## src/rtl/pfe_pkg.sv

```systemverilog
// Shared types and constants for the postfix expression evaluator.
// No dependencies; imported by every other RTL file of the block except pfe_ram.
`timescale 1ns / 1ps
`default_nettype none
package pfe_pkg;

  localparam int STACK_DEPTH = 32;
  localparam int AW          = $clog2(STACK_DEPTH);
  localparam int CNT_W       = $clog2(STACK_DEPTH + 1);
  localparam int DW          = 32;
  localparam int DIV_STEPS   = DW;
  localparam int DCNT_W      = $clog2(DIV_STEPS);

  localparam logic [7:0] SYM_END   = 8'd0;
  localparam logic [7:0] SYM_ZERO  = 8'd48;
  localparam logic [7:0] SYM_NINE  = 8'd57;
  localparam logic [7:0] SYM_POW   = 8'h5E;
  localparam logic [7:0] SYM_MUL   = 8'h2A;
  localparam logic [7:0] SYM_DIV   = 8'h2F;
  localparam logic [7:0] SYM_ADD   = 8'h2B;
  localparam logic [7:0] SYM_SUB   = 8'h2D;

  localparam logic [1:0] ERR_NONE  = 2'd0;
  localparam logic [1:0] ERR_UNDER = 2'd1;
  localparam logic [1:0] ERR_OVER  = 2'd2;
  localparam logic [1:0] ERR_DIVZ  = 2'd3;

  localparam logic [2:0] OP_ADD = 3'd0;
  localparam logic [2:0] OP_SUB = 3'd1;
  localparam logic [2:0] OP_MUL = 3'd2;
  localparam logic [2:0] OP_DIV = 3'd3;
  localparam logic [2:0] OP_POW = 3'd4;

  typedef struct packed {
    logic          start;
    logic [2:0]    op;
    logic [DW-1:0] left;
    logic [DW-1:0] right;
  } alu_req_t;

  typedef struct packed {
    logic          done;
    logic          divz;
    logic [DW-1:0] result;
  } alu_rsp_t;

endpackage
`default_nettype wire

```

## src/rtl/pfe_if.sv

```systemverilog
// Channel interfaces for the postfix evaluator: symbol input and result output.
// Depends on pfe_pkg.
`timescale 1ns / 1ps
`default_nettype none
interface pfe_in_if import pfe_pkg::*; ();
  logic       valid;
  logic       ready;
  logic [7:0] symbol;
  modport source (output valid, output symbol, input ready);
  modport sink   (input valid, input symbol, output ready);
endinterface

interface pfe_out_if import pfe_pkg::*; ();
  logic                 valid;
  logic                 ready;
  logic signed [DW-1:0] value;
  logic [1:0]           error_code;
  modport source (output valid, output value, output error_code, input ready);
  modport sink   (input valid, input value, input error_code, output ready);
endinterface
`default_nettype wire

```

## src/rtl/pfe_ram.sv

```systemverilog
// Generic single-write, single-read RAM with registered read data.
// No package dependency.
`timescale 1ns / 1ps
`default_nettype none
module pfe_ram #(
  parameter int WIDTH = 32,
  parameter int DEPTH = 32
) (
  input  wire logic                     clk,
  input  wire logic                     we,
  input  wire logic [$clog2(DEPTH)-1:0] waddr,
  input  wire logic [WIDTH-1:0]         wdata,
  input  wire logic                     re,
  input  wire logic [$clog2(DEPTH)-1:0] raddr,
  output logic      [WIDTH-1:0]         rdata
);
  logic [WIDTH-1:0] mem [DEPTH];

  always_ff @(posedge clk) begin
    if (we) begin
      mem[waddr] <= wdata;
    end
    if (re) begin
      rdata <= mem[raddr];
    end
  end
endmodule
`default_nettype wire

```

## src/rtl/pfe_alu.sv

```systemverilog
// Shared iterative arithmetic unit: add, subtract, multiply, restoring divide,
// square-and-multiply power on one multiplier. Depends on pfe_pkg.
`timescale 1ns / 1ps
`default_nettype none
module pfe_alu import pfe_pkg::*; (
  input  wire logic     clk,
  input  wire logic     rst_n,
  input  wire alu_req_t req,
  output alu_rsp_t      rsp
);
  localparam logic [1:0] A_IDLE = 2'd0;
  localparam logic [1:0] A_DIV  = 2'd1;
  localparam logic [1:0] A_POW  = 2'd2;
  localparam logic [1:0] A_DONE = 2'd3;

  logic [1:0]        st_r, st_nxt;
  logic [DW-1:0]     acc_r, acc_nxt;    // power accumulator / quotient
  logic [DW-1:0]     base_r, base_nxt;  // power base / divisor
  logic [DW-1:0]     expo_r, expo_nxt;
  logic [DW:0]       rem_r, rem_nxt;
  logic [DCNT_W-1:0] dcnt_r, dcnt_nxt;
  logic              phase_r, phase_nxt;
  logic              neg_r, neg_nxt;
  logic              divz_r, divz_nxt;
  logic [DW-1:0]     res_r, res_nxt;

  logic [DW-1:0]     mul_x, mul_y;
  logic [2*DW-1:0]   prod;
  logic [DW:0]       shifted, trial;
  logic [DW-1:0]     abs_l, abs_r;

  assign prod    = mul_x * mul_y;
  assign shifted = {rem_r[DW-1:0], acc_r[DW-1]};
  assign trial   = shifted - {1'b0, base_r};
  assign abs_l   = req.left[DW-1]  ? (~req.left + 1'b1)  : req.left;
  assign abs_r   = req.right[DW-1] ? (~req.right + 1'b1) : req.right;

  always_comb begin
    mul_x = req.left;
    mul_y = req.right;
    if (st_r == A_POW) begin
      mul_x = phase_r ? base_r : acc_r;
      mul_y = base_r;
    end
  end

  always_comb begin
    st_nxt    = st_r;
    acc_nxt   = acc_r;
    base_nxt  = base_r;
    expo_nxt  = expo_r;
    rem_nxt   = rem_r;
    dcnt_nxt  = dcnt_r;
    phase_nxt = phase_r;
    neg_nxt   = neg_r;
    divz_nxt  = divz_r;
    res_nxt   = res_r;
    unique case (st_r)
      A_IDLE: begin
        if (req.start) begin
          divz_nxt = 1'b0;
          st_nxt   = A_DONE;
          unique case (req.op)
            OP_ADD: res_nxt = req.left + req.right;
            OP_SUB: res_nxt = req.left - req.right;
            OP_MUL: res_nxt = prod[DW-1:0];
            OP_DIV: begin
              if (req.right == '0) begin
                res_nxt  = '0;
                divz_nxt = 1'b1;
              end else begin
                rem_nxt  = '0;
                acc_nxt  = abs_l;
                base_nxt = abs_r;
                neg_nxt  = req.left[DW-1] ^ req.right[DW-1];
                dcnt_nxt = DCNT_W'(DIV_STEPS - 1);
                st_nxt   = A_DIV;
              end
            end
            OP_POW: begin
              if (req.right[DW-1]) begin
                // negative exponent: truncated reciprocal
                if (req.left == '0) begin
                  res_nxt  = '0;
                  divz_nxt = 1'b1;
                end else if (req.left == DW'(1)) begin
                  res_nxt = DW'(1);
                end else if (req.left == '1) begin
                  res_nxt = req.right[0] ? '1 : DW'(1);
                end else begin
                  res_nxt = '0;
                end
              end else begin
                acc_nxt   = DW'(1);
                base_nxt  = req.left;
                expo_nxt  = req.right;
                phase_nxt = 1'b0;
                st_nxt    = A_POW;
              end
            end
            default: res_nxt = '0;
          endcase
        end
      end
      A_DIV: begin
        if (!trial[DW]) begin
          rem_nxt = trial;
          acc_nxt = {acc_r[DW-2:0], 1'b1};
        end else begin
          rem_nxt = shifted;
          acc_nxt = {acc_r[DW-2:0], 1'b0};
        end
        dcnt_nxt = dcnt_r - 1'b1;
        if (dcnt_r == '0) begin
          res_nxt = neg_r ? (~acc_nxt + 1'b1) : acc_nxt;
          st_nxt  = A_DONE;
        end
      end
      A_POW: begin
        if (expo_r == '0) begin
          res_nxt = acc_r;
          st_nxt  = A_DONE;
        end else if (!phase_r) begin
          if (expo_r[0]) begin
            acc_nxt = prod[DW-1:0];
          end
          phase_nxt = 1'b1;
        end else begin
          base_nxt  = prod[DW-1:0];
          expo_nxt  = expo_r >> 1;
          phase_nxt = 1'b0;
        end
      end
      A_DONE: st_nxt = A_IDLE;
      default: st_nxt = A_IDLE;
    endcase
  end

  always_ff @(posedge clk) begin
    if (!rst_n) begin
      st_r <= A_IDLE;
    end else begin
      st_r <= st_nxt;
    end
    acc_r   <= acc_nxt;
    base_r  <= base_nxt;
    expo_r  <= expo_nxt;
    rem_r   <= rem_nxt;
    dcnt_r  <= dcnt_nxt;
    phase_r <= phase_nxt;
    neg_r   <= neg_nxt;
    divz_r  <= divz_nxt;
    res_r   <= res_nxt;
  end

  assign rsp.done   = (st_r == A_DONE);
  assign rsp.divz   = divz_r;
  assign rsp.result = res_r;
endmodule
`default_nettype wire

```

## src/rtl/postfix_expression_evaluator_unit.sv

```systemverilog
// Top level of the postfix expression evaluator: sequencer, operand stack
// RAM and shared arithmetic unit. Depends on pfe_pkg, pfe_if, pfe_ram, pfe_alu.
//
// One ASCII postfix symbol per input transaction. A digit is pushed when it
// is accepted and the next symbol can follow immediately. An operator reads its
// two operands from the stack RAM (one read port, registered read), then runs
// on the shared arithmetic unit: + - * are computed directly, / uses a 32-step
// restoring divider and ^ uses square-and-multiply on the one 32x32 multiplier.
// Any other symbol drops two operands. A zero symbol ends the expression: the
// top value is read and one result transaction carries it with the sticky
// error code, after which stack and error clear. The result sits in an output
// register, so digits keep being taken while a result waits; only the next end
// symbol stalls on it. No clearing pass.
`timescale 1ns / 1ps
`default_nettype none
module postfix_expression_evaluator_unit import pfe_pkg::*; (
  input  wire logic  clk,
  input  wire logic  rst_n,
  pfe_in_if.sink     in_ch,
  pfe_out_if.source  out_ch
);
  localparam logic [2:0] S_IDLE = 3'd0;
  localparam logic [2:0] S_RD_R = 3'd1;  // right operand on RAM output
  localparam logic [2:0] S_RD_L = 3'd2;  // left operand on RAM output, start ALU
  localparam logic [2:0] S_WAIT = 3'd3;  // waiting on ALU, then push
  localparam logic [2:0] S_TRD  = 3'd4;  // top value on RAM output
  localparam logic [2:0] S_OUTW = 3'd5;  // load output register when free

  logic [2:0]      state_r, state_nxt;
  logic [CNT_W-1:0] cnt_r, cnt_nxt;
  logic [1:0]      err_r, err_nxt;
  logic [2:0]      op_r, op_nxt;
  logic [DW-1:0]   right_r, right_nxt;
  logic [DW-1:0]   hold_r, hold_nxt;
  logic            out_valid_r, out_valid_nxt;
  logic [DW-1:0]   out_value_r, out_value_nxt;
  logic [1:0]      out_err_r, out_err_nxt;

  logic            accept, is_digit, out_free;
  logic [CNT_W-1:0] cnt_m1, cnt_m2;
  logic            ram_we, ram_re;
  logic [AW-1:0]   ram_waddr, ram_raddr;
  logic [DW-1:0]   ram_wdata, ram_rdata;
  alu_req_t        alu_req;
  alu_rsp_t        alu_rsp;

  assign in_ch.ready = (state_r == S_IDLE);
  assign accept      = in_ch.valid && in_ch.ready;
  assign is_digit    = (in_ch.symbol >= SYM_ZERO) && (in_ch.symbol <= SYM_NINE);
  assign out_free    = !out_valid_r || out_ch.ready;
  assign cnt_m1      = cnt_r - 1'b1;
  assign cnt_m2      = cnt_r - CNT_W'(2);

  pfe_ram #(.WIDTH(DW), .DEPTH(STACK_DEPTH)) u_stack (
    .clk   (clk),
    .we    (ram_we),
    .waddr (ram_waddr),
    .wdata (ram_wdata),
    .re    (ram_re),
    .raddr (ram_raddr),
    .rdata (ram_rdata)
  );

  pfe_alu u_alu (
    .clk   (clk),
    .rst_n (rst_n),
    .req   (alu_req),
    .rsp   (alu_rsp)
  );

  always_comb begin
    state_nxt     = state_r;
    cnt_nxt       = cnt_r;
    err_nxt       = err_r;
    op_nxt        = op_r;
    right_nxt     = right_r;
    hold_nxt      = hold_r;
    out_valid_nxt = out_valid_r && !out_ch.ready;
    out_value_nxt = out_value_r;
    out_err_nxt   = out_err_r;
    ram_we        = 1'b0;
    ram_waddr     = cnt_r[AW-1:0];
    ram_wdata     = '0;
    ram_re        = 1'b0;
    ram_raddr     = cnt_m1[AW-1:0];
    alu_req       = '0;

    unique case (state_r)
      S_IDLE: begin
        if (accept) begin
          if (in_ch.symbol == SYM_END) begin
            if (cnt_r == '0) begin
              hold_nxt  = '0;
              err_nxt   = (err_r == ERR_NONE) ? ERR_UNDER : err_r;
              state_nxt = S_OUTW;
            end else begin
              ram_re    = 1'b1;
              state_nxt = S_TRD;
            end
          end else if (is_digit) begin
            if (cnt_r == CNT_W'(STACK_DEPTH)) begin
              err_nxt = (err_r == ERR_NONE) ? ERR_OVER : err_r;
            end else begin
              ram_we    = 1'b1;
              ram_wdata = DW'(in_ch.symbol - SYM_ZERO);
              cnt_nxt   = cnt_r + 1'b1;
            end
          end else if (cnt_r < CNT_W'(2)) begin
            err_nxt = (err_r == ERR_NONE) ? ERR_UNDER : err_r;
          end else begin
            unique case (in_ch.symbol)
              SYM_POW: op_nxt = OP_POW;
              SYM_MUL: op_nxt = OP_MUL;
              SYM_DIV: op_nxt = OP_DIV;
              SYM_ADD: op_nxt = OP_ADD;
              SYM_SUB: op_nxt = OP_SUB;
              default: op_nxt = op_r;
            endcase
            if (in_ch.symbol == SYM_POW || in_ch.symbol == SYM_MUL ||
                in_ch.symbol == SYM_DIV || in_ch.symbol == SYM_ADD ||
                in_ch.symbol == SYM_SUB) begin
              ram_re    = 1'b1;
              state_nxt = S_RD_R;
            end else begin
              cnt_nxt = cnt_m2;  // unknown symbol: drop both operands
            end
          end
        end
      end
      S_RD_R: begin
        right_nxt = ram_rdata;
        ram_re    = 1'b1;
        ram_raddr = cnt_m2[AW-1:0];
        state_nxt = S_RD_L;
      end
      S_RD_L: begin
        alu_req.start = 1'b1;
        alu_req.op    = op_r;
        alu_req.left  = ram_rdata;
        alu_req.right = right_r;
        state_nxt     = S_WAIT;
      end
      S_WAIT: begin
        if (alu_rsp.done) begin
          // two popped, one pushed: never overflows
          ram_we    = 1'b1;
          ram_waddr = cnt_m2[AW-1:0];
          ram_wdata = alu_rsp.result;
          cnt_nxt   = cnt_m1;
          if (alu_rsp.divz && err_r == ERR_NONE) begin
            err_nxt = ERR_DIVZ;
          end
          state_nxt = S_IDLE;
        end
      end
      S_TRD: begin
        hold_nxt  = ram_rdata;
        state_nxt = S_OUTW;
      end
      S_OUTW: begin
        if (out_free) begin
          out_valid_nxt = 1'b1;
          out_value_nxt = hold_r;
          out_err_nxt   = err_r;
          cnt_nxt       = '0;
          err_nxt       = ERR_NONE;
          state_nxt     = S_IDLE;
        end
      end
      default: state_nxt = S_IDLE;
    endcase
  end

  always_ff @(posedge clk) begin
    if (!rst_n) begin
      state_r     <= S_IDLE;
      cnt_r       <= '0;
      err_r       <= ERR_NONE;
      out_valid_r <= 1'b0;
    end else begin
      state_r     <= state_nxt;
      cnt_r       <= cnt_nxt;
      err_r       <= err_nxt;
      out_valid_r <= out_valid_nxt;
    end
    op_r        <= op_nxt;
    right_r     <= right_nxt;
    hold_r      <= hold_nxt;
    out_value_r <= out_value_nxt;
    out_err_r   <= out_err_nxt;
  end

  assign out_ch.valid      = out_valid_r;
  assign out_ch.value      = $signed(out_value_r);
  assign out_ch.error_code = out_err_r;

`ifndef NO_ASSERTIONS
  a_cnt_bound: assert property (@(posedge clk) disable iff (!rst_n)
    cnt_r <= CNT_W'(STACK_DEPTH))
    else $error("stack count beyond depth");

  a_alu_done_wait: assert property (@(posedge clk) disable iff (!rst_n)
    alu_rsp.done |-> state_r == S_WAIT)
    else $error("ALU completion outside wait state");

  a_end_clears: assert property (@(posedge clk) disable iff (!rst_n)
    (state_r == S_OUTW && out_free) |=> (cnt_r == '0 && err_r == ERR_NONE && out_valid_r))
    else $error("end of expression did not clear stack");

  a_no_push_overrun: assert property (@(posedge clk) disable iff (!rst_n)
    (state_r == S_WAIT && alu_rsp.done) |-> cnt_r >= CNT_W'(2))
    else $error("push of result without two popped operands");
`endif
endmodule
`default_nettype wire
```

## src/flat_wrapper.sv

```systemverilog
// flat-port wrapper written by rule: the top's interface ports become plain ports
module postfix_expression_evaluator_unit_flat import pfe_pkg::*;
  (clk, rst_n, in_ch_valid, in_ch_symbol, in_ch_ready, out_ch_valid, out_ch_value, out_ch_error_code, out_ch_ready);
  pfe_in_if in_ch_i ();
  pfe_out_if out_ch_i ();
  input  wire logic clk;
  input  wire logic rst_n;
  input wire logic [$bits(in_ch_i.valid)-1:0] in_ch_valid;
  input wire logic [$bits(in_ch_i.symbol)-1:0] in_ch_symbol;
  output wire logic [$bits(in_ch_i.ready)-1:0] in_ch_ready;
  output wire logic [$bits(out_ch_i.valid)-1:0] out_ch_valid;
  output wire logic [$bits(out_ch_i.value)-1:0] out_ch_value;
  output wire logic [$bits(out_ch_i.error_code)-1:0] out_ch_error_code;
  input wire logic [$bits(out_ch_i.ready)-1:0] out_ch_ready;
  assign in_ch_i.valid = in_ch_valid;
  assign in_ch_i.symbol = in_ch_symbol;
  assign in_ch_ready = in_ch_i.ready;
  assign out_ch_valid = out_ch_i.valid;
  assign out_ch_value = out_ch_i.value;
  assign out_ch_error_code = out_ch_i.error_code;
  assign out_ch_i.ready = out_ch_ready;
  postfix_expression_evaluator_unit u_core (.clk(clk), .rst_n(rst_n), .in_ch(in_ch_i), .out_ch(out_ch_i));
endmodule
```

## config.mk

```make
export PLATFORM = sky130hd
export DESIGN_NAME = postfix_expression_evaluator_unit_flat
export DESIGN_NICKNAME = d
export VERILOG_FILES = /design/src/rtl/pfe_pkg.sv /design/src/rtl/pfe_if.sv /design/src/rtl/pfe_ram.sv /design/src/rtl/pfe_alu.sv /design/src/rtl/postfix_expression_evaluator_unit.sv /design/src/flat_wrapper.sv
export SDC_FILE = /design/constraint.sdc
export NUM_CORES = 2
export LEC_CHECK = 0
export ABC_AREA = 1
export BUFFER_PORTS_ARGS = -buffer_cell sky130_fd_sc_hd__buf_2
export CAP_MARGIN = 40
export CORE_MARGIN = 2
export CORE_UTILIZATION = 54
export DETAILED_ROUTE_END_ITERATION = 6
export PLACE_DENSITY = 0.71
export SKIP_LAST_GASP = 1
export SLEW_MARGIN = 20
export SYNTH_ARGS = -nofsm -noshare
export SYNTH_HDL_FRONTEND = slang
export SYNTH_SLANG_ARGS = --single-unit
```

## constraint.sdc

```tcl
create_clock -name clk -period 23.5 [get_ports clk]
set_clock_uncertainty 0.2 [all_clocks]
set_input_delay 0 -clock clk [delete_from_list [all_inputs] [get_ports clk]]
set_output_delay 0 -clock clk [all_outputs]
set_load 0.01 [all_outputs]
```

Word level (Yosys, flattened, before mapping). Memories as Yosys holds them, arrays and structs flattened. A register that Yosys moved wholly into a read port is not among the register bits. Cells that the tools add are included.

Divide/modulo/power cells: 0. Muxes and demuxes: 128. Order comparisons: 3. Multipliers: 1. Reduce and logical (&&, ||, !) cells: 42. Eq/ne operators: 53. Bitwise logic cells: 8. Add/subtract/negate cells: 11. Shift operators: 0.

Operators with widths (number): $mux 32 (44); $pmux 32 s2 (7); $pmux 32 s3 (2); $pmux 32 s5 (1); $add 32x1->32 const B (3); $logic_not 32->1 (3); $not 32->32 (3); $mux 68 (1); $mux 6 (8); $ne 3x3->1 const B (11); $sub 33x32->33 (1); $add 32x32->32 (1); $eq 32x1->1 const B (1); $eq 32x32->1 const B (1); $eq 8x6->1 const B (4); $mul 32x32->32 (1); $sub 32x32->32 (1); $mux 2 (15); $mux 5 (6); $mux 1 (26); $reduce_and 6->1 (4); $ne 2x2->1 const B (11); $mux 3 (7); $pmux 3 s6 (1); 45 further kinds (83).

Output and inout bits: 36. Input port bits: 12. Memories kept: 1. Bits in registers: 283. Bits in writable memories: 1024. Memory bits (read-only): 0. Bits in latches: 0.

Memory list: u_core.u_stack.mem (words 32, bits a word 32, read ports 1, clocked after memory_dff 1, write ports 1, line pfe_ram.sv:17) `logic [WIDTH-1:0] mem [DEPTH];`.

Depth between registers and ports, before layout.
Depth after elaboration: 11. Gate-level depth with buffers: 41. Mapped depth without buffers: 38.

Cells and area by module. A second synthesis with hierarchy kept.

Cell total of the unflattened synthesis: 8581. Area total of the unflattened synthesis: 80357.1 µm².

By module, submodules not included: pfe_ram (cells each 3536, times used 1, seq. area each 31710.4 µm², area each 42726.0 µm²); pfe_alu (cells each 4424, times used 1, seq. area each 5054.8 µm², area each 32008.2 µm²); postfix_expression_evaluator_unit (cells each 621, times used 1, seq. area each 3273.1 µm², area each 5622.9 µm²).

Least setup slack after synthesis. OpenSTA, ideal clock, no wires.

Kind: register to register. From: register u_core.u_alu.st_r[0]. To: register u_core.u_alu.acc_r[28], data pin. Clock period less this slack: 8347 ps. Path slack: 15153 ps. Arrival time: 7891 ps. Stages on the path, launching flop included: 36. Buffers on the path: 3. Library setup time: 256 ps. Cells stage by stage: dfxtp_1 -> inv_1 -> ha_1 -> inv_2 -> buf_2 -> buf_1 -> nand2_1 -> o21ai_1 -> inv_1 -> clkbuf_1 -> nor2_1 -> fa_1 -> fa_1 -> fa_1 -> inv_1 -> fa_1 -> inv_1 -> fa_1 -> inv_1 -> fa_1 -> inv_1 -> fa_1 -> fa_1 -> ha_1 -> nand2_1 -> nor4_1 -> nand4_1 -> nand3_1 -> a21oi_1 -> o21ai_0 -> nand2_1 -> nand2_1 -> nand2_1 -> nand3_1 -> o21ai_0 -> a22o_1.

Longest elaborated chain between the ends: 7. Elaborated cells on any way between the ends: 10.

RTL lines: start: declaration (line pfe_alu.sv:16) `logic [1:0] st_r, st_nxt;`; start signal: assignment (line pfe_alu.sv:143) `st_r <= st_nxt;`; $eq 2x2->1 (line pfe_alu.sv:41, pfe_alu.sv:58); $mux 32 (line pfe_alu.sv:41) `if (st_r == A_POW) begin`; $mul 32x32->32 (line pfe_alu.sv:32) `assign prod = mul_x * mul_y;`; $mux 32 (line pfe_alu.sv:124) `if (expo_r[0]) begin`; $mux 32 (line pfe_alu.sv:123) `end else if (!phase_r) begin`; $mux 32 (line pfe_alu.sv:120) `if (expo_r == '0) begin`; $pmux 32 s3 * (line pfe_alu.sv:58) `unique case (st_r)`; named net u_core.u_alu.acc_nxt[28] (line pfe_alu.sv:17) `logic [DW-1:0] acc_r, acc_nxt;`; end signal: assignment (line pfe_alu.sv:145) `acc_r <= acc_nxt;`; end: declaration (line pfe_alu.sv:17).

The timed path passes the listed nets; every way through them passes the cells marked *. The select of a mux whose other input is x is not followed. A chain may end at the register's enable or synchronous reset.

Worst setup path after layout. Same ends and word-level chain as after synthesis.

==> run summary <==
Reg area: 40,040 µm²
Worst-margin pin slew: 1082 ps
CTS tree: yes
Hold Path Class: input port to register
Setup bufs post-CTS: 0
Post-synthesis sequential area ratio: 51.64%
Buffers added on ports: 47
DRT antenna net count: 0
Synthesized area: 77,540 µm²
Final HPWL DP: 190.7 mm
Post-Syn Instances: 7,656
Final TNS setup: 0 ps
GP Congestion: 1.077
CP Launch Type: register
Slowest cell on the critical path: ha_4
# H-tree levels: 4
DRT Pass-1 Iters: 7
Fmax: 97.49 MHz
Cts bufs inserted: 142
Via-to-Cell Ratio: 6.373
Overall Global Routing Usage: 38.09%
Vias in the first global route: 59,360
Initial DRC count: 9,415
Hold WS: 74.92 ps
Status: finished, violations left
Final min period: 10,260 ps
Top layer reached by signal wires: met5
# Max-Cap Violations: 0
Main combinational cell family by area after synthesis: simple AND/OR/NAND/NOR gates
Post-synth ARST share: 0%
Met2 Routed Length: 123.9 mm
Final slew viol count: 0
Synth unique cells: 70
Area delta synth->final: 10.51%
Internal: 5.671 mW
Antenna violations before repair: 19
GRT overflow: 0
Metal3 WL: 33.94 mm
Filler Cells Inserted: 11,780
Synth Area in Compound Gates: 12.60%
Nets: 8,299
Synth Area in Adders: 13.91%
Yosys warnings: 0
Crit-path most repeated cell: fa_1
Critical Path Start: u_core.u_alu.st_r[0]$_SDFFE_PN0P_
Final setup fails: 0
Reg power frac: 27.3%
Crit end category: register
Worst reg2reg startpoint: u_core.u_alu.st_r[0]$_SDFFE_PN0P_
Final Hold Vio Count: 0
Top FF cell, synth: edfxtp_1
Max VDD drop: 0.1194 mV
Post-synthesis xor/xnor area fraction: 1.130%
RSZ-0062 raised after global routing: false
Critical path class: register to register
CP Data Arrival Time: 10,580 ps
I/O pins: 48
Slew headroom: 27.86%
Largest net degree at the start of global routing: 215
Die area: 146,600 µm²
DRC viols: 1
Crit path max fanout: 65
DRT met1 WL: 107.0 mm
Area of the multi-input gates: 33,070 µm²
Sw frac: 48.67%
Failing checks: DRC
Die height: 382.9 µm
Final WL: 280.4 mm
Clk buf depth: 3
Die X: 382.9 µm
Std cell rows: 139
Syn avg cell area: 10.13 µm²
# clock sinks: 1,338
Clk pwr share: 20.1%
WP data required: 23,830 ps
Post-synthesis mux area share: 0%
Simple-Gate Fraction of Synth Area: 14.49%
Clk_lat worst skew: 830 ps
Combinational fraction of design power: 52.7%
Net Count, Synth: 8,284
First-pass GRT wire length: 404.4 mm
Sw power: 5.377 mW
Clock root cell: clkbuf_16
Yosys reg bits: 1,338
Initial core utilization: 54.17%
Layout cells sized above 1: 7.539%
CTS clock-pin slew for the worst setup and hold paths: 60 ps
Worst path max stage delay: 660 ps
Core ar.: 143,100 µm²
DR WL/cell: 28.92 µm
Via count: 61,780
Post-synth EDFFs: 1,324
Min-delay src: in_ch_symbol[3]
Final Cycle Share: 43.65%
Leak Pwr: 34.06 nW
Power Density: 128.9 nW/µm²
## power groups by stage
| stage | registers, mW | logic, mW | clock network, mW |
|---|---|---|---|
| after floorplan | 2.93 | 3.47 | 0 |
| after global placement | 3.05 | 5.49 | 0 |
| after detailed placement | 3.04 | 5.57 | 0 |
| after CTS | 2.99 | 5.62 | 2.23 |
| after global routing | 3.01 | 6.20 | 2.31 |
| final | 3.01 | 5.82 | 2.22 |
## cells in the final DEF (no fill, tap or decap), drive strengths merged, types with 6 or more instances in the layout
cell and n:
o311ai 6, nand3b 15, nand4 67, o22ai 40, clkinv 69, clkinvlp 6
a21o 8, edfxtp 1324, nor2 1129, dlygate4sd3 31, nand2 1114, clkbuf 183
and3 32, or2 20, xor2 69, o221ai 244, o21bai 13, xnor2 31
a22oi 6, nor4 27, bufinv 7, a21oi 236, nand3 250, buf 229
a31oi 59, ha 206, a311oi 32, dfxtp 14, fa 410, o21ai 874
inv 864, nor3 53, a211oi 13, o211ai 57
## through the flow
| stage | area, µm² | cells | setup WS, ps | util (%) | power [mW] |
|---|---|---|---|---|---|
| after floorplan | 77540 | 7656 | 15150 | - | 6.402 |
| after global placement | 80040 | 9350 | 13230 | 55.92 | 8.539 |
| after detailed placement | 80440 | 9377 | 13120 | 56.20 | 8.615 |
| after CTS | 85320 | 9667 | 13080 | 59.61 | 10.85 |
| after global routing | 85680 | 9689 | 12780 | 59.86 | 11.52 |
| final | 85690 | 9694 | 13240 | 59.87 | 11.05 |
## layer usage
metal	up-vias	GRT usage, %
li1	26490	-
met1	30420	51.87
met2	4114	57.32
met3	744	9.521
met4	14	18.45
met5	-	0
## kinds of logic (layout without fill, tap and decap cells)
logic type | after synthesis | in the layout
xor+xnor | 100 | 100
compound gates | 1628 | 1628
other cells | 0 | 5
simple gates | 2714 | 2714
fa+ha+maj | 616 | 616
flops | 1338 | 1338
buf+inv | 1260 | 1390
## flip-flops by register name, indices dropped and copies added (netlist names)
name,cells
u_core.u_stack.mem,1024
u_core.hold_r,32
u_core.out_ch.value,32
u_core.right_r,32
u_core.u_alu.acc_r,32
u_core.u_alu.base_r,32
u_core.u_alu.rem_r,32
u_core.u_alu.res_r,32
u_core.u_stack.rdata,32
u_core.u_alu.expo_r,31
u_core.cnt_r,6
u_core.u_alu.dcnt_r,5
u_core.op_r,3
u_core.state_r,3
u_core.err_r,2
u_core.out_ch.error_code,2
u_core.u_alu.st_r,2
u_core.out_ch.valid,1
u_core.u_alu.divz_r,1
u_core.u_alu.neg_r,1
u_core.u_alu.phase_r,1
## worst paths after layout
| check | to | slack, ps | cells past startpoint |
|---|---|---|---|
| setup / recovery | u_core.u_alu.acc_r[28]$_DFFE_PP_ | 13240 | 33 |
| hold / removal | u_core.op_r[0]$_DFFE_PP_ | 70 | 4 |
| setup reg to reg | u_core.u_alu.acc_r[28]$_DFFE_PP_ | 13240 | 33 |
| hold reg to reg | u_core.out_ch.value[1]$_DFFE_PP_ | 210 | 0 |
## synthesized netlist by cell type (8+ instances only)
cell / count / share of area (%)
a31oi_1: 59 / 0.48
o22ai_1: 40 / 0.32
o21ai_1: 35 / 0.23
nor4_1: 26 / 0.21
inv_2: 14 / 0.068
nor2_2: 17 / 0.14
xnor2_1: 31 / 0.35
a21o_1: 8 / 0.077
nand4_1: 65 / 0.52
nand3b_1: 15 / 0.15
o211ai_1: 56 / 0.54
nor2_1: 1104 / 5.3
a21oi_1: 231 / 1.5
xor2_1: 69 / 0.78
and3_1: 32 / 0.26
edfxtp_1: 1324 / 51
ha_1: 206 / 3.3
fa_1: 410 / 11
nand2_2: 11 / 0.089
nor3_1: 46 / 0.30
a311oi_1: 32 / 0.36
nor2_4: 8 / 0.12
buf_2: 28 / 0.18
o21ai_0: 833 / 5.4
buf_6: 8 / 0.12
clkinv_1: 10 / 0.048
buf_1: 28 / 0.14
clkbuf_1: 323 / 1.6
or2_2: 17 / 0.14
inv_1: 845 / 4.1
nand3_1: 246 / 1.6
a211oi_1: 13 / 0.13
dfxtp_1: 14 / 0.36
nand2_1: 1101 / 5.3
o221ai_1: 244 / 2.8
o21bai_1: 13 / 0.13
## critical path: cells and delay by family (launching register included)
kind	cells	cell delay, ps
AO/OA/AOI/OAI	5	1370
adder cells (fa/ha/maj)	10	4860
buffers and inverters	9	1700
flip-flops	1	340
AND/OR/NAND/NOR	9	1330
## final cells by class
class,instances,area share [%]
clock inverter,77,0.9593
timing repair buffer,262,2.726
antenna,5,0.01460
sequential,1338,46.73
multi-input combinational,5058,38.60
tap,1903,2.779
inverter,869,3.827
clock buffer,182,4.372
## what timing repair did
item	CTS	global route
resized for setup	0	0
endpoints found under the hold margin	255	0
hold buffers	31	0
Note: power is estimated with default switching activity, not from simulation.
